--- config.mk ---
export PLATFORM = sky130hd
export DESIGN_NAME = rgb_rainbow_fade_pwm
export DESIGN_NICKNAME = d
export VERILOG_FILES = /design/src/design/rgbf_pkg.sv /design/src/design/rgbf_fade.sv /design/src/design/rgb_rainbow_fade_pwm.sv
export SDC_FILE = /design/constraint.sdc
export NUM_CORES = 1
export LEC_CHECK = 0
export ABC_AREA = 0
export BUFFER_PORTS_ARGS = -buffer_cell sky130_fd_sc_hd__buf_2
export CAP_MARGIN = 20
export CORE_MARGIN = 8
export CORE_UTILIZATION = 61
export DETAILED_ROUTE_END_ITERATION = 6
export PLACE_DENSITY = 0.81
export SETUP_SLACK_MARGIN = 0.1
export SLEW_MARGIN = 20
export SYNTH_ARGS = -nofsm -noshare
export SYNTH_HDL_FRONTEND = slang
export SYNTH_SLANG_ARGS = --single-unit
--- constraint.sdc ---
create_clock -name clk -period 4.75 [get_ports clk]
set_clock_uncertainty 0.2 [all_clocks]
set_input_delay 0.95 -clock clk [delete_from_list [all_inputs] [get_ports clk]]
set_output_delay 0.95 -clock clk [all_outputs]
set_load 0.05 [all_outputs]
--- src/design/rgbf_pkg.sv ---
// Package with the level and phase types and constants for the rainbow fade PWM.
`timescale 1ns / 1ps

package rgbf_pkg;

    localparam int unsigned LEVEL_WIDTH = 8;
    localparam int unsigned PHASE_WIDTH = 3;

    typedef logic [LEVEL_WIDTH-1:0] level_t;
    typedef logic [PHASE_WIDTH-1:0] phase_t;

    // Brightness of the three channels.
    typedef struct packed {
        level_t red;
        level_t green;
        level_t blue;
    } color_t;

    localparam level_t LEVEL_MAX  = level_t'(255);
    localparam level_t LEVEL_ZERO = level_t'(0);
    localparam level_t STEP_RESET = level_t'(1);

    // Fade phases and the channel that each one moves.
    localparam phase_t PHASE_RED_YELLOW   = phase_t'(0); // green up
    localparam phase_t PHASE_YELLOW_GREEN = phase_t'(1); // red down
    localparam phase_t PHASE_GREEN_CYAN   = phase_t'(2); // blue up
    localparam phase_t PHASE_CYAN_BLUE    = phase_t'(3); // green down
    localparam phase_t PHASE_BLUE_VIOLET  = phase_t'(4); // red up
    localparam phase_t PHASE_VIOLET_RED   = phase_t'(5); // blue down

    localparam color_t COLOR_RESET = '{red: LEVEL_MAX, green: LEVEL_ZERO, blue: LEVEL_ZERO};

endpackage

--- src/design/rgbf_fade.sv ---
// One step of the six-phase rainbow fade with saturating raise and lower.
`timescale 1ns / 1ps

module rgbf_fade
(
    input  rgbf_pkg::color_t color,
    input  rgbf_pkg::phase_t phase,
    input  rgbf_pkg::level_t step,
    output rgbf_pkg::color_t color_next,
    output rgbf_pkg::phase_t phase_next
);

    import rgbf_pkg::*;

    logic [LEVEL_WIDTH:0] raise_sum;
    level_t               raise_in;
    level_t               raise_out;
    level_t               lower_in;
    level_t               lower_out;
    logic                 done;

    // The raising channel of the current phase.
    always_comb
    begin
        case (phase)
            PHASE_RED_YELLOW:  raise_in = color.green;
            PHASE_GREEN_CYAN:  raise_in = color.blue;
            default:           raise_in = color.red;
        endcase
    end

    // The lowering channel of the current phase.
    always_comb
    begin
        case (phase)
            PHASE_YELLOW_GREEN: lower_in = color.red;
            PHASE_CYAN_BLUE:    lower_in = color.green;
            default:            lower_in = color.blue;
        endcase
    end

    assign raise_sum = {1'b0, raise_in} + {1'b0, step};

    always_comb
    begin
        if (raise_sum > {1'b0, LEVEL_MAX})
        begin
            raise_out = LEVEL_MAX;
        end
        else
        begin
            raise_out = raise_sum[LEVEL_WIDTH-1:0];
        end
    end

    assign lower_out = (lower_in < step) ? LEVEL_ZERO : level_t'(lower_in - step);

    always_comb
    begin
        color_next = color;
        done       = 1'b0;
        case (phase)
            PHASE_RED_YELLOW:
            begin
                color_next.green = raise_out;
                done             = (raise_out == LEVEL_MAX);
            end
            PHASE_YELLOW_GREEN:
            begin
                color_next.red = lower_out;
                done           = (lower_out == LEVEL_ZERO);
            end
            PHASE_GREEN_CYAN:
            begin
                color_next.blue = raise_out;
                done            = (raise_out == LEVEL_MAX);
            end
            PHASE_CYAN_BLUE:
            begin
                color_next.green = lower_out;
                done             = (lower_out == LEVEL_ZERO);
            end
            PHASE_BLUE_VIOLET:
            begin
                color_next.red = raise_out;
                done           = (raise_out == LEVEL_MAX);
            end
            PHASE_VIOLET_RED:
            begin
                color_next.blue = lower_out;
                done            = (lower_out == LEVEL_ZERO);
            end
            default:
            begin
                done = 1'b0;
            end
        endcase
    end

    always_comb
    begin
        case (phase)
            PHASE_VIOLET_RED:
            begin
                phase_next = done ? PHASE_RED_YELLOW : phase;
            end
            PHASE_RED_YELLOW, PHASE_YELLOW_GREEN, PHASE_GREEN_CYAN,
            PHASE_CYAN_BLUE, PHASE_BLUE_VIOLET:
            begin
                phase_next = done ? phase_t'(phase + phase_t'(1)) : phase;
            end
            default:
            begin
                // Unused codes fall back to the first phase.
                phase_next = PHASE_RED_YELLOW;
            end
        endcase
    end

endmodule

--- src/design/rgb_rainbow_fade_pwm.sv ---
// Top level of the RGB rainbow fade with 8-bit PWM outputs.
// The result of an accepted item is registered in the output register.
// Throughput: one item per cycle; the output register is refilled in the same
// cycle in which its result is taken, so only a stalled output holds the input.
// Reset: rst_n clears the tick counter, sets full red at the first phase and
// a fade step of 1; the output register is empty after reset.
`timescale 1ns / 1ps

module rgb_rainbow_fade_pwm
(
    input  logic             clk,
    input  logic             rst_n,
    // Fade step register write port.
    input  logic             cfg_write_en,
    input  rgbf_pkg::level_t cfg_write_data,
    // Tick items.
    input  logic             in_valid,
    output logic             in_ready,
    input  logic             restart,
    // Result items.
    output logic             out_valid,
    input  logic             out_ready,
    output logic             red_on,
    output logic             green_on,
    output logic             blue_on,
    output rgbf_pkg::level_t red_level,
    output rgbf_pkg::level_t green_level,
    output rgbf_pkg::level_t blue_level,
    output rgbf_pkg::phase_t fade_phase
);

    import rgbf_pkg::*;

    // Fade configuration and PWM state.
    level_t step_reg;
    level_t tick_reg;
    level_t tick_next;
    color_t color_reg;
    color_t color_next;
    phase_t phase_reg;
    phase_t phase_next;

    // Output of the fade step unit.
    color_t fade_color;
    phase_t fade_phase_out;

    // Result register.
    logic   out_valid_reg;
    logic   out_valid_next;
    logic   [2:0] on_reg;
    logic   [2:0] on_next;
    color_t out_color_reg;
    phase_t out_phase_reg;

    logic   accept;

    // The input is taken whenever the result register is empty or being emptied.
    assign in_ready = !out_valid_reg || out_ready;
    assign accept   = in_valid && in_ready;

    // The fade advances once per PWM period, on the tick where the counter is 0.
    rgbf_fade u_fade
    (
        .color      (color_reg),
        .phase      (phase_reg),
        .step       (step_reg),
        .color_next (fade_color),
        .phase_next (fade_phase_out)
    );

    // Next state and the result of one tick. The LED compare uses the levels
    // from before this tick's fade step. A restart item skips the compare and
    // returns the colors, phase and counter to their reset values.
    always_comb
    begin
        if (restart)
        begin
            on_next    = 3'b000;
            color_next = COLOR_RESET;
            phase_next = PHASE_RED_YELLOW;
            tick_next  = LEVEL_ZERO;
        end
        else
        begin
            on_next[2] = (tick_reg <= color_reg.red);
            on_next[1] = (tick_reg <= color_reg.green);
            on_next[0] = (tick_reg <= color_reg.blue);
            if (tick_reg == LEVEL_ZERO)
            begin
                color_next = fade_color;
                phase_next = fade_phase_out;
            end
            else
            begin
                color_next = color_reg;
                phase_next = phase_reg;
            end
            // The counter wraps from 255 to 0.
            tick_next = level_t'(tick_reg + level_t'(1));
        end
    end

    always_ff @(posedge clk or negedge rst_n)
    begin
        if (!rst_n)
        begin
            step_reg <= STEP_RESET;
        end
        else if (cfg_write_en)
        begin
            step_reg <= cfg_write_data;
        end
    end

    always_ff @(posedge clk or negedge rst_n)
    begin
        if (!rst_n)
        begin
            tick_reg  <= LEVEL_ZERO;
            color_reg <= COLOR_RESET;
            phase_reg <= PHASE_RED_YELLOW;
        end
        else if (accept)
        begin
            tick_reg  <= tick_next;
            color_reg <= color_next;
            phase_reg <= phase_next;
        end
    end

    // A result stays valid until taken; a new one may load in the same cycle.
    assign out_valid_next = accept || (out_valid_reg && !out_ready);

    always_ff @(posedge clk or negedge rst_n)
    begin
        if (!rst_n)
        begin
            out_valid_reg <= 1'b0;
        end
        else
        begin
            out_valid_reg <= out_valid_next;
        end
    end

    always_ff @(posedge clk)
    begin
        if (accept)
        begin
            on_reg        <= on_next;
            out_color_reg <= color_next;
            out_phase_reg <= phase_next;
        end
    end

    assign out_valid   = out_valid_reg;
    assign red_on      = on_reg[2];
    assign green_on    = on_reg[1];
    assign blue_on     = on_reg[0];
    assign red_level   = out_color_reg.red;
    assign green_level = out_color_reg.green;
    assign blue_level  = out_color_reg.blue;
    assign fade_phase  = out_phase_reg;

endmodule

# Yosys cells after proc, flatten, opt, wreduce, memory -nomap -nowiden

Cells that the tools add are included.

Bits in registers: 74
Input bits: 14
Logic and storage cells: 55

Add/subtract/negate cells: 4
Order comparisons: 5
Equality and inequality tests: 6
Multiplexer cells: 16
Reductions and logical operators: 12

Operator list:

| operator                                                              | number |
|---|---|
| 8-bit one-hot mux with 2 select lines                                 | 5 |
| 24-bit two-way mux                                                    | 2 |
| 8-bit less-or-equal comparator                                        | 3 |
| 8-bit two-way mux                                                     | 3 |
| 8-bit zero test                                                       | 2 |
| 3-bit two-way mux                                                     | 4 |
| 8-bit by 8-bit adder with 9-bit output                                | 1 |
| 9-bit by 8-bit > comparator with 1-bit output (second input constant) | 1 |
| 8-bit by 1-bit adder with 8-bit output (second input constant)        | 1 |
| 8-bit == test (second input constant)                                 | 1 |
| 8-bit less-than comparator                                            | 1 |
| 8-bit subtractor                                                      | 1 |
| 3-bit by 2-bit == test with 1-bit output (second input constant)      | 2 |
| 3-bit == test (second input constant)                                 | 2 |
| 3-bit one-hot mux with 2 select lines                                 | 1 |
| 3-bit OR reduction                                                    | 2 |
| 5-bit OR reduction                                                    | 1 |
| 3-bit by 1-bit adder with 3-bit output (second input constant)        | 1 |
| 3-bit by 1-bit == test with 1-bit output (second input constant)      | 1 |
| 3-bit zero test                                                       | 1 |
| 1-bit logical AND                                                     | 2 |
| 1-bit zero test                                                       | 2 |
| 1-bit logical OR                                                      | 2 |
| 1-bit one-hot mux with 2 select lines                                 | 1 |

# Longest topological paths before layout

Gate-level depths: netlist of run 1.

Depth in word-level cells: 11
Gate-level depth with buffers: 24

# Cells and area by module

From an unflattened synthesis of run 1, not the netlist that was laid out.

Cells, all modules: 626
Area, all modules: 5669.2 µm²

By module, submodules not included:

| module               | instances | cells an instance | area an instance (µm²) |
|---|---|---|---|
| rgb_rainbow_fade_pwm | 1         | 363               | 3943.8 |
| rgbf_fade            | 1         | 263               | 1725.4 |

# Worst setup path after synthesis of run 1

No wires, ideal clock.

Kind: reg-to-reg
Start point: register phase_reg[2]
End point: register phase_reg[0]
Library setup time: 102 ps
Arrival time: 4025 ps
Slack: 423 ps
Stages on the path, launching flop included: 23
Clock period less this slack: 4327 ps
Cell sequence: dfrtp_1 > clkbuf_1 > inv_1 > ha_1 > clkbuf_1 > inv_1 > clkbuf_1 > nor2_1 > a221o_1 > ha_1 > nand2b_1 > a21oi_1 > or2_2 > o311ai_2 > a31oi_1 > o32ai_2 > inv_1 > ha_1 > nor2_1 > a21oi_1 > a211oi_1 > nand2_1 > o21ai_0

Longest elaborated chain between the ends: 11
Elaborated cells between the ends (all ways): 25
Classes of those cells: 2 x add/sub; 2 x order compare; 6 x eq/ne; 10 x mux; 5 x reduce/logical

RTL lines:

| element                                                                            | RTL line                                           | source |
|---|---|---|
| from (decl)                                                                        | rgb_rainbow_fade_pwm.sv:40                         | `phase_t phase_reg;` |
| from (signal assigned)                                                             | rgb_rainbow_fade_pwm.sv:127                        | `phase_reg <= phase_next;` |
| 3-bit by 2-bit == test with 1-bit output / 3-bit zero test (equally long branches) | rgbf_fade.sv:25, rgbf_fade.sv:62, rgbf_fade.sv:102 |  |
| 8-bit one-hot mux with 2 select lines                                              | rgbf_fade.sv:25                                    | `case (phase)` |
| 8-bit by 8-bit adder with 9-bit output                                             | rgbf_fade.sv:42                                    | `assign raise_sum = {1'b0, raise_in} + {1'b0, step};` |
| 9-bit by 8-bit > comparator with 1-bit output                                      | rgbf_fade.sv:46                                    | `if (raise_sum > {1'b0, LEVEL_MAX})` |
| 8-bit two-way mux                                                                  | rgbf_fade.sv:46                                    |  |
| 8-bit == test                                                                      | rgbf_fade.sv:66, rgbf_fade.sv:76, rgbf_fade.sv:86  |  |
| 1-bit one-hot mux with 2 select lines                                              | rgbf_fade.sv:62                                    | `case (phase)` |
| 3-bit two-way mux, on equally long branches                                        | rgbf_fade.sv:110, rgbf_fade.sv:105                 |  |
| 3-bit one-hot mux with 2 select lines *                                            | rgbf_fade.sv:102                                   | `case (phase)` |
| 3-bit two-way mux *                                                                | rgb_rainbow_fade_pwm.sv:88                         | `if (tick_reg == LEVEL_ZERO)` |
| 3-bit two-way mux *                                                                | rgb_rainbow_fade_pwm.sv:76                         | `if (restart)` |
| named net phase_next[0]                                                            | rgb_rainbow_fade_pwm.sv:41                         | `phase_t phase_next;` |

The timed path passes the listed nets; every way through them passes the cells marked *.
A chain may end at the register's enable or synchronous reset.

# Worst setup path after layout of run 1

Start point: register phase_reg[0]
End point: register phase_reg[0]

Longest elaborated chain between the ends: 11
Elaborated cells between the ends (all ways): 26
Classes of those cells: 3 x add/sub; 2 x order compare; 6 x eq/ne; 10 x mux; 5 x reduce/logical

RTL lines:

| element                                                                            | RTL line |
|---|---|
| 3-bit by 2-bit == test with 1-bit output / 3-bit zero test (equally long branches) | rgbf_fade.sv:25, rgbf_fade.sv:62, rgbf_fade.sv:102 |
| 8-bit one-hot mux with 2 select lines                                              | rgbf_fade.sv:25 |
| 8-bit by 8-bit adder with 9-bit output                                             | rgbf_fade.sv:42 |
| 9-bit by 8-bit > comparator with 1-bit output                                      | rgbf_fade.sv:46 |
| 8-bit two-way mux                                                                  | rgbf_fade.sv:46 |
| 8-bit == test                                                                      | rgbf_fade.sv:66, rgbf_fade.sv:76, rgbf_fade.sv:86 |
| 1-bit one-hot mux with 2 select lines                                              | rgbf_fade.sv:62 |
| 3-bit two-way mux, on equally long branches                                        | rgbf_fade.sv:110, rgbf_fade.sv:105 |
| 3-bit one-hot mux with 2 select lines                                              | rgbf_fade.sv:102 |
| 3-bit two-way mux *                                                                | rgb_rainbow_fade_pwm.sv:88 |
| 3-bit two-way mux *                                                                | rgb_rainbow_fade_pwm.sv:76 |
| named net phase_next[0]                                                            | rgb_rainbow_fade_pwm.sv:41 |

Marks and branches as above.

==> results of run 1 <==
==> kinds of logic (layout without fill, tap and decap cells) <==
logic type | Yosys count | in the layout
AOI/OAI and AO/OA | 183 | 183
xor gates and xnor gates | 8 | 8
adders and majority gates | 52 | 52
buffers and inverters | 68 | 126
DFF | 74 | 74
muxes | 16 | 16
and+or+nand+nor | 164 | 164
==> stage by stage <==
step / setup slack [ns] / cell area (sq um) / instances / hold WS [ns] / util (%)
floorplan: 0.423 / 5180 / 565 / 0.263 / -
global placement: 0.121 / 5560 / 707 / 0.293 / 67.7
detailed placement: 0.0149 / 5560 / 707 / 0.311 / 67.7
CTS: 0.181 / 5790 / 724 / 0.336 / 70.4
global route: 0.0647 / 5910 / 728 / 0.380 / 72.0
finish: 0.367 / 5910 / 728 / 0.330 / 72.0
==> worst paths after layout <==
| check | end | slack, ns |
|---|---|---|
| max in group asynchronous | phase_reg[2]$_DFFE_PN0P_ | 3.50 |
| max reg2reg | phase_reg[0]$_DFFE_PN0P_ | 0.37 |
| min reg2reg | out_valid$_DFF_PN0_ | 0.33 |
| max | phase_reg[0]$_DFFE_PN0P_ | 0.37 |
| min in group asynchronous | step_reg[2]$_DFFE_PN0P_ | 0.41 |
| min | out_valid$_DFF_PN0_ | 0.33 |
==> timing repair <==
item	CTS	global route
buffers inserted	1	4
hold buffers	0	0
resized for setup	3	24
setup endpoints to repair	2	5
==> metal layers <==
metal  part of all wire (%)  wire, um  vias up  global-route usage (%)
met5                      0         0        -                       0
li1                       -         -     2198                       -
met4                    3.6       586        0                    11.4
met3                    8.3      1360       61                    4.34
met2                     48      7880      328                    46.1
met1                     40      6480     2313                    35.5
==> worst min-delay path: cells and delay by family, from the launching register on <==
family,cells,cell delay (ns)
DFF,1,0.35
and+or+nand+nor,2,0.15
==> cell usage in the layout (no fill, tap or decap), drive strengths merged, types with 6 or more instances in the layout <==
| master | count |
|---|---|
| a21o | 9 |
| a21oi | 43 |
| a221o | 8 |
| a22oi | 12 |
| buf | 67 |
| clkbuf | 9 |
| dfrtp | 35 |
| dfstp | 9 |
| edfxtp | 30 |
| ha | 50 |
| inv | 46 |
| mux2 | 12 |
| nand2 | 64 |
| nand2b | 7 |
| nand3 | 17 |
| nor2 | 40 |
| nor3 | 11 |
| o21ai | 46 |
| o221ai | 12 |
| o31ai | 9 |
| o32ai | 11 |
| xor2 | 6 |
==> power groups by stage <==
stage	clock, uW	sequential [uW]	combinational, uW
2_1_floorplan	0	918	1150
3_3_place_gp	0	877	1690
3_5_place_dp	0	884	1730
4_1_cts	527	872	1760
5_1_grt	560	894	2030
6_report	531	884	1890
==> final cells by class <==
cell class,count,area [sq um]
Inverter,43,165
Fill cell,619,2300
Clock buffer,9,124
Multi-Input combinational cell,423,3000
Timing Repair Buffer,67,393
Tap cell,105,131
Sequential cell,74,2010
Clock inverter,7,83.8
==> results.cfg, run 1 <==
[place]
portBuffers = 45
dp_hpwl_um = 12400
place.gp.congestion = 1.03

[floorplanning]
die_h_um = 108
core_sq_mm = 0.00822
die_w_um = 108
io-pin-count = 46
start_util_pct = 63.0
rows = 33
dieArea_sq_mm = 0.0117

[pwr]
power_uw = 3310
peakVddDrop_mv = 0.352
leakage_uw = 0.00254
p_comb_share_pct = 57.2
p_sw_share_pct = 47.6
cellInternalPower_uw = 1730
pwr-share-clk_pct = 16.1
power_density_mw_per_mm2 = 559
switching_power_uw = 1570
p_seq_share_pct = 26.7

[clocking]
clkSinkCount = 74
worstSkewPairLatency_ns = 0.35
cts.clk_slew.worst_paths_ns = 0.10
cts_root_buf = clkbuf_8
cts_tree = yes
ctsLongestPathBuffers = 2
htree_levels = 3
numCtsBuffers = 9

[yosys]
synth_compound_area_share_pct = 23.8
synth-simple-area-share_pct = 14.7
synthXorXnorAreaFrac_pct = 1.35
ys.flop_type = dfrtp_1
synth-adder-area-share_pct = 12.9
synth-seq-cells = 74
muxShareOfSynthArea_pct = 3.38
synth-warning-count = 0
syn_avg_cell_area_sq_um = 9.17
syn_area_sq_mm = 0.00518
synth_common_cells = nand2_1 (64), ha_1 (50), a21oi_1 (43), inv_1 (43), o21ai_0 (43)
synth_area_leader_cell = edfxtp_1
synth_cell_types = 56
synth_edf_count = 30
async_reset_ff_share_pct = 59.5
synthCells = 565
ys_seq_area_share_pct = 38.9
synth_nets = 631
synth.most_common_cell = nand2_1
netlist.area_leader.share_pct = 17.4
ys_top_cells_by_area = edfxtp_1 (17%), dfrtp_1 (17%), ha_1 (12%), nand2_1 (4.6%), dfstp_2 (4.6%)
synth_top_family_by_area = compound AO/OA/AOI/OAI gates

[cells_and_area]
drive_gt1_share_pct = 20.7
syn_to_final_growth_pct = 14.2
largest_reg_flops = 24
nNetsFinal = 684
insertedDiodeCount = 0

[worst_setup_path]
critPathLaunch = phase_reg[0]$_DFFE_PN0P_
cp_max_fo = 7
crit_family = compound AO/OA/AOI/OAI gates
crit_cells = 22
worst_ep_required_time_ns = 4.82
cp-end-kind = flop
crit_arrival_ns = 4.46
crit_path_start_kind = flop
r2r_start = phase_reg[0]$_DFFE_PN0P_
worstPathCellList = inv_1 -> ha_1 -> nor2b_2 -> nor2_4 -> nand2_1 -> nand2_1 -> ha_1 -> inv_1 -> fa_1 -> nand3b_1 -> and2_1 -> a2bb2oi_1 -> o21ai_0 -> o21ai_0 -> o32ai_2 -> inv_1 -> ha_1 -> nor2_1 -> a21oi_1 -> a211oi_2 -> nand2_1 -> o21ai_0
crit_buf_inv = 3
crit_path_max_incr_delay_ns = 0.44
reg2reg_depth = 22
slowest_stage = dfrtp_1
crit_type = reg -> reg

[global_routing]
grt_pass1_wl_um = 25100
antenna_found_initial = 0
grt_max_degree = 48
grt_usage_pct = 27.8
grt-ovfl-total = 0
grt_pass1_vias = 4677

[timing]
finalCritPeriodShare_pct = 92.3
slew_headroom_pct = 39.3
drv_slew = 0
max_freq_ghz = 0.228
worst_slew_pin_slew_ns = 0.910
layout_min_cycle_time_ns = 4.38
grt_setup_unrepaired = no
hold_viol = 0
setup_viol = 0
fin_setup_tns_ns = 0

[drt]
vias = 4900
drt-initial-drc-count = 506
ant_nets = 0
drt_wl_total_um = 16300
drc_errors = 0
dr.pass1.iters = 5
viasPerCell = 6.73
routedWlPerCell_um = 22.4

[run]
drv_cap = 0

[hold_path]
hold_depth = 2
hold_path.class = reg -> reg
hp-start = out_valid$_DFF_PN0_

[status]
status = completed
Note: power is estimated with default switching activity, not from simulation.
==> inputs of run 2 (changes only) <==
--- a/config.mk
+++ b/config.mk
@@ -11,8 +11,10 @@
 export CORE_MARGIN = 8
 export CORE_UTILIZATION = 61
 export DETAILED_ROUTE_END_ITERATION = 6
+export GPL_TIMING_DRIVEN = 0
 export PLACE_DENSITY = 0.81
 export SETUP_SLACK_MARGIN = 0.1
+export SKIP_CTS_REPAIR_TIMING = 1
 export SLEW_MARGIN = 20
 export SYNTH_ARGS = -nofsm -noshare
 export SYNTH_HDL_FRONTEND = slang
==> results.cfg, run 2 (same netlist as run 1, synthesis figures left out) <==
[status]
status = completed

[worst_setup_path]
r2r-end = phase_reg[0]$_DFFE_PN0P_
crit_path_start_kind = flop
crit_type = reg -> reg
r2r_slack_ns = 0.22
crit_arrival_ns = 4.62
r2r_start = phase_reg[0]$_DFFE_PN0P_
reg2reg_depth = 20
cp-end-kind = flop
cp_max_fo = 9
worst_ep_required_time_ns = 4.84

[timing]
setup_viol = 0
max_freq_ghz = 0.221
layout_min_cycle_time_ns = 4.53
worst_slew_pin_slew_ns = 0.743
hold_viol = 0
drv_slew = 0
slew_headroom_pct = 50.0
finalCritPeriodShare_pct = 95.4

[drt]
viasPerCell = 6.80
vias = 5033
ant_nets = 0
drc_errors = 0
drt-initial-drc-count = 499
dr.pass1.iters = 5
drt_wl_total_um = 17100
routedWlPerCell_um = 23.1

[place]
place.gp.congestion = 0.995
portBuffers = 45
dp_hpwl_um = 12600
dpl_cell_area_sq_mm = 0.00556

[cells_and_area]
postLayoutCellArea_sq_mm = 0.00604
drive_gt1_share_pct = 22.5
insertedDiodeCount = 0
layout_common_cells = nand2_1 (64), buf_2 (48), ha_1 (47)
final_common_cell = nand2_1
nNetsFinal = 696
largest_reg_flops = 24
syn_to_final_growth_pct = 16.5

[clocking]
cts.clk_slew.worst_paths_ns = 0.09
worstSkewPairLatency_ns = 0.38
cts_tree = yes
ctsLongestPathBuffers = 2
cts_root_buf = clkbuf_8
htree_levels = 3
clkSinkCount = 74
numCtsBuffers = 9

[run]
drv_cap = 0

[floorplanning]
io-pin-count = 46
die_h_um = 108
core_sq_mm = 0.00822
die_w_um = 108
dieArea_sq_mm = 0.0117
rows = 33
start_util_pct = 63.0

[global_routing]
gr-usage-met1_pct = 35.6
grt_max_degree = 45
use_met3_pct = 4.70
antenna_found_initial = 0
grt_pass1_vias = 4827
grt_pass1_wl_um = 25400
grt.busiest_layer = met2
grt_util_met2_pct = 45.0
grt-ovfl-total = 0
grt_usage_pct = 28.3

[hold_path]
hold_end = color_reg[16]$_DFFE_PN1P_
hp-start = color_reg[16]$_DFFE_PN1P_
hold_path.class = reg -> reg
hold_depth = 2

[pwr]
power_uw = 3370
peakVddDrop_mv = 0.427
leakage_uw = 0.00257
power_density_mw_per_mm2 = 558
==> run 2: cell count changes in the layout (fill, tap and decap cells not counted), moves of 3 or more <==
cell	delta
clkbuf_1	+9
buf_2	+4
buf_4	-12
clkbuf_2	+5
o21ai_0	-3
==> run 2: worst max-delay path by stage <==
stage | endpoint | slack [ns] | from
2_1_floorplan | phase_reg[0]$_DFFE_PN0P_ | 0.42 | phase_reg[2]$_DFFE_PN0P_
3_3_place_gp | phase_reg[0]$_DFFE_PN0P_ | -0.53 | phase_reg[2]$_DFFE_PN0P_
3_5_place_dp | phase_reg[0]$_DFFE_PN0P_ | -0.60 | phase_reg[2]$_DFFE_PN0P_
4_1_cts | phase_reg[0]$_DFFE_PN0P_ | -0.63 | phase_reg[2]$_DFFE_PN0P_
5_1_grt | phase_reg[0]$_DFFE_PN0P_ | -0.01 | phase_reg[0]$_DFFE_PN0P_
6_report | phase_reg[0]$_DFFE_PN0P_ | 0.22 | phase_reg[0]$_DFFE_PN0P_
==> run 2: area by class of cell <==
cell class              instances  area, sq um
plain buffers                  24          128
clock buffers                   9          124
clock inverters                 7         60.1
fillers                       624         2180
inverters                      43          164
multi-input cells             423         3090
flip-flops and latches         74         2020
well taps                     105          131
repair buffers                 55          323
==> run 2: power breakdown <==
part           total [uW]  internal (uW)  switching (uW)
combinational        2030            758            1270
sequential            867            762             105
clock                 478            198             279
==> run 2: worst max-delay path, cell delays in order (launching register included) <==
cell and delay [ns]:
dfrtp_2 0.44, inv_2 0.11, ha_1 0.18, nor2b_2 0.16
buf_6 0.16, nor3_1 0.05, a221o_1 0.35, ha_4 0.25
a211oi_2 0.23, o21bai_1 0.16, o41ai_2 0.43, mux2i_2 0.36
nand2b_1 0.13, o32ai_4 0.32, inv_1 0.07, ha_1 0.28
nor2_1 0.10, a21oi_1 0.06, a211oi_2 0.21, nand2_1 0.09
o21ai_2 0.09
==> run 2: layer usage <==
layer	up-vias	wire length, um
met5	-	0
met4	0	941
met3	80	1620
met2	327	8060
met1	2407	6470
li1	2219	-
==> run 2: metrics by stage <==
| step | utilization [%] | hold WS (ns) | worst slack, ns | instances | TNS (ns) |
|---|---|---|---|---|---|
| 2_1_floorplan | - | 0.263 | 0.423 | 565 | 0 |
| 3_3_place_gp | 67.4 | 0.292 | -0.531 | 715 | -1.63 |
| 3_5_place_dp | 67.7 | 0.314 | -0.601 | 716 | -2.94 |
| 4_1_cts | 70.0 | 0.329 | -0.630 | 732 | -3.72 |
| 5_1_grt | 73.5 | 0.331 | -0.0100 | 740 | -0.0100 |
| 6_report | 73.5 | 0.325 | 0.217 | 740 | 0 |
==> inputs of run 3 (changes only) <==
--- a/config.mk
+++ b/config.mk
@@ -5,11 +5,13 @@
 export SDC_FILE = /design/constraint.sdc
 export NUM_CORES = 1
 export LEC_CHECK = 0
-export ABC_AREA = 0
+export ABC_AREA = 1
 export BUFFER_PORTS_ARGS = -buffer_cell sky130_fd_sc_hd__buf_2
 export CAP_MARGIN = 20
 export CORE_MARGIN = 8
 export CORE_UTILIZATION = 61
+export CTS_BUF_LIST = sky130_fd_sc_hd__clkbuf_16
+export CTS_CLUSTER_SIZE = 16
 export DETAILED_ROUTE_END_ITERATION = 6
 export GPL_TIMING_DRIVEN = 0
 export PLACE_DENSITY = 0.81
==> results.cfg, run 3 <==
[status]
status = completed

[clocking]
cts_root_buf = clkbuf_16
clkSinkCount = 74
ctsLongestPathBuffers = 2
numCtsBuffers = 9
htree_levels = 3
cts_tree = yes
cts.clk_slew.worst_paths_ns = 0.07
worstSkewPairLatency_ns = 0.34

[cells_and_area]
final_common_cell = nand2_1
drive_gt1_share_pct = 18.5
layout_common_cells = nand2_1 (163), inv_1 (101), ha_1 (48)
nNetsFinal = 808
largest_reg_flops = 24
insertedDiodeCount = 0
fillers = 687
fin_util_pct = 71.1
syn_to_final_growth_pct = 15.1

[place]
preCtsSetupSlack_ns = -0.203
place.gp.congestion = 0.984
portBuffers = 44
dp_hpwl_um = 12400

[timing]
grt_setup_unrepaired = no
hold_viol = 0
fin_setup_tns_ns = 0
layout_min_cycle_time_ns = 4.51
max_freq_ghz = 0.222
slew_headroom_pct = 40.1
finalCritPeriodShare_pct = 94.9
setup_viol = 0
hold_ws_ns = 0.328
worst_slew_pin_slew_ns = 0.899
drv_slew = 0
worst_slack_ns = 0.243

[global_routing]
grt_usage_pct = 28.2
grt-ovfl-total = 0
antenna_found_initial = 0
grt_max_degree = 45
grt_pass1_vias = 4990
grt_pass1_wl_um = 25500

[floorplanning]
io-pin-count = 46
rows = 34
die_w_um = 109
die_h_um = 109
core_sq_mm = 0.00855
start_util_pct = 61.8
dieArea_sq_mm = 0.0119

[yosys]
synth_nets = 746
synth-seq-cells = 74
synth_cell_types = 42
ys_seq_area_share_pct = 38.1
async_reset_ff_share_pct = 59.5
synth_edf_count = 30
syn_area_sq_mm = 0.00528
netlist.area_leader.share_pct = 17.1
synthCells = 680
synth_area_leader_cell = edfxtp_1
ys_top_cells_by_area = edfxtp_1 (17%), dfrtp_1 (17%), nand2_1 (12%), ha_1 (12%), inv_1 (7.4%)
syn_avg_cell_area_sq_um = 7.77
synth_common_cells = nand2_1 (167), inv_1 (104), ha_1 (50), a21oi_1 (48), o21ai_0 (40)
ys.flop_type = dfrtp_1
synth.most_common_cell = nand2_1
synth-warning-count = 0

[worst_setup_path]
cp_max_fo = 10
reg2reg_depth = 25
r2r-end = phase_reg[0]$_DFFE_PN0P_
r2r_slack_ns = 0.24
crit_type = reg -> reg
crit_path_start_kind = flop
r2r_start = phase_reg[1]$_DFFE_PN0P_
cp-end-kind = flop
crit_arrival_ns = 4.55
worst_ep_required_time_ns = 4.79

[hold_path]
hold_depth = 2
hold_end = color_reg[7]$_DFFE_PN0P_
hp-start = color_reg[7]$_DFFE_PN0P_
hold_path.class = reg -> reg

[pwr]
power_density_mw_per_mm2 = 680
leakage_uw = 0.00296
peakVddDrop_mv = 0.425

[drt]
drt-initial-drc-count = 389
viasPerCell = 6.04
drc_errors = 0
drt_wl_total_um = 16500
routedWlPerCell_um = 19.3
vias = 5167
ant_nets = 0
dr.pass1.iters = 5

[run]
drv_cap = 0
-- run 3: cell count changes after synthesis, moves of 8 or more --
cell and delta:
mux2_2 -11, o31ai_1 -8, inv_1 +61, nand2_1 +103, o22ai_1 +16, a221o_1 -8, inv_2 +10, o21ai_1 +12
clkbuf_1 -10, nand4_1 +8, a22oi_1 -12, nor2_1 -9, nand2_2 +11, o32ai_1 -10
-- run 3: cell families (layout without fill, tap and decap cells) --
logic type,after synthesis,in the layout,share of synthesized area [%]
DFF,74,74,38.1
buffers and inverters,131,198,9.45
AOI/OAI and AO/OA,155,155,17.2
adders and majority gates,52,52,12.6
and+or+nand+nor,263,263,21.7
xor gates and xnor gates,4,4,0.663
muxes,1,1,0.213
-- run 3: layout make-up --
class	instances	area [sq um]	area share, %
multi-input combinational	475	2840	46.7
sequential	74	2010	33.1
inverter	114	428	7.04
timing repair buffer	51	275	4.53
clock buffer	9	225	3.71
tap	108	135	2.22
clock inverter	7	82.6	1.36
buffer	17	81.3	1.34
-- run 3: worst max-delay path: stages, from the launching register on --
cell and delay (ns):
dfrtp_1 0.43, inv_1 0.12, ha_1 0.17, inv_1 0.08
nor2_4 0.19, inv_2 0.09, buf_4 0.19, o211ai_1 0.31
ha_2 0.25, inv_1 0.05, fa_1 0.41, inv_1 0.09
nand2_1 0.07, nand2_2 0.10, a21oi_4 0.10, nand2_1 0.13
nand2_1 0.08, nor2_1 0.11, nand3_2 0.11, nand2_2 0.10
inv_1 0.04, ha_1 0.26, or2_1 0.24, a221oi_2 0.29
nand2_1 0.07, o21ai_0 0.12
-- run 3: stage by stage --
step,total power [uW],instances,cell area [sq um]
detailed placement,3220,832,5640
global placement,3140,832,5640
floorplan,2570,680,5280
global route,4370,855,6080
CTS,3940,848,5940
finish,4130,855,6080
-- run 3: worst max path at each step --
stage / endpoint / startpoint / slack [ns]
after floorplan: phase_reg[0]$_DFFE_PN0P_ / phase_reg[0]$_DFFE_PN0P_ / 0.78
after global placement: phase_reg[0]$_DFFE_PN0P_ / phase_reg[0]$_DFFE_PN0P_ / -0.1
after detailed placement: phase_reg[0]$_DFFE_PN0P_ / phase_reg[0]$_DFFE_PN0P_ / -0.20
after CTS: phase_reg[0]$_DFFE_PN0P_ / phase_reg[0]$_DFFE_PN0P_ / -0.28
after global routing: phase_reg[0]$_DFFE_PN0P_ / phase_reg[0]$_DFFE_PN0P_ / 0.11
final: phase_reg[0]$_DFFE_PN0P_ / phase_reg[1]$_DFFE_PN0P_ / 0.24
-- run 3: routing by layer --
layer	GRT usage [%]	part of all wire (%)	up-vias	wire length (um)
met4	12.3	3.7	0	616
met2	47.3	47	263	7850
met5	0	0	-	0
met3	6.03	8.4	45	1390
li1	-	-	2415	-
met1	34.1	40	2444	6680
-- run 3: power breakdown --
part	internal (uW)	switching (uW)	total, uW
clock	416	294	710
combinational	772	1720	2490
sequential	835	100	935
total	2020	2110	4130
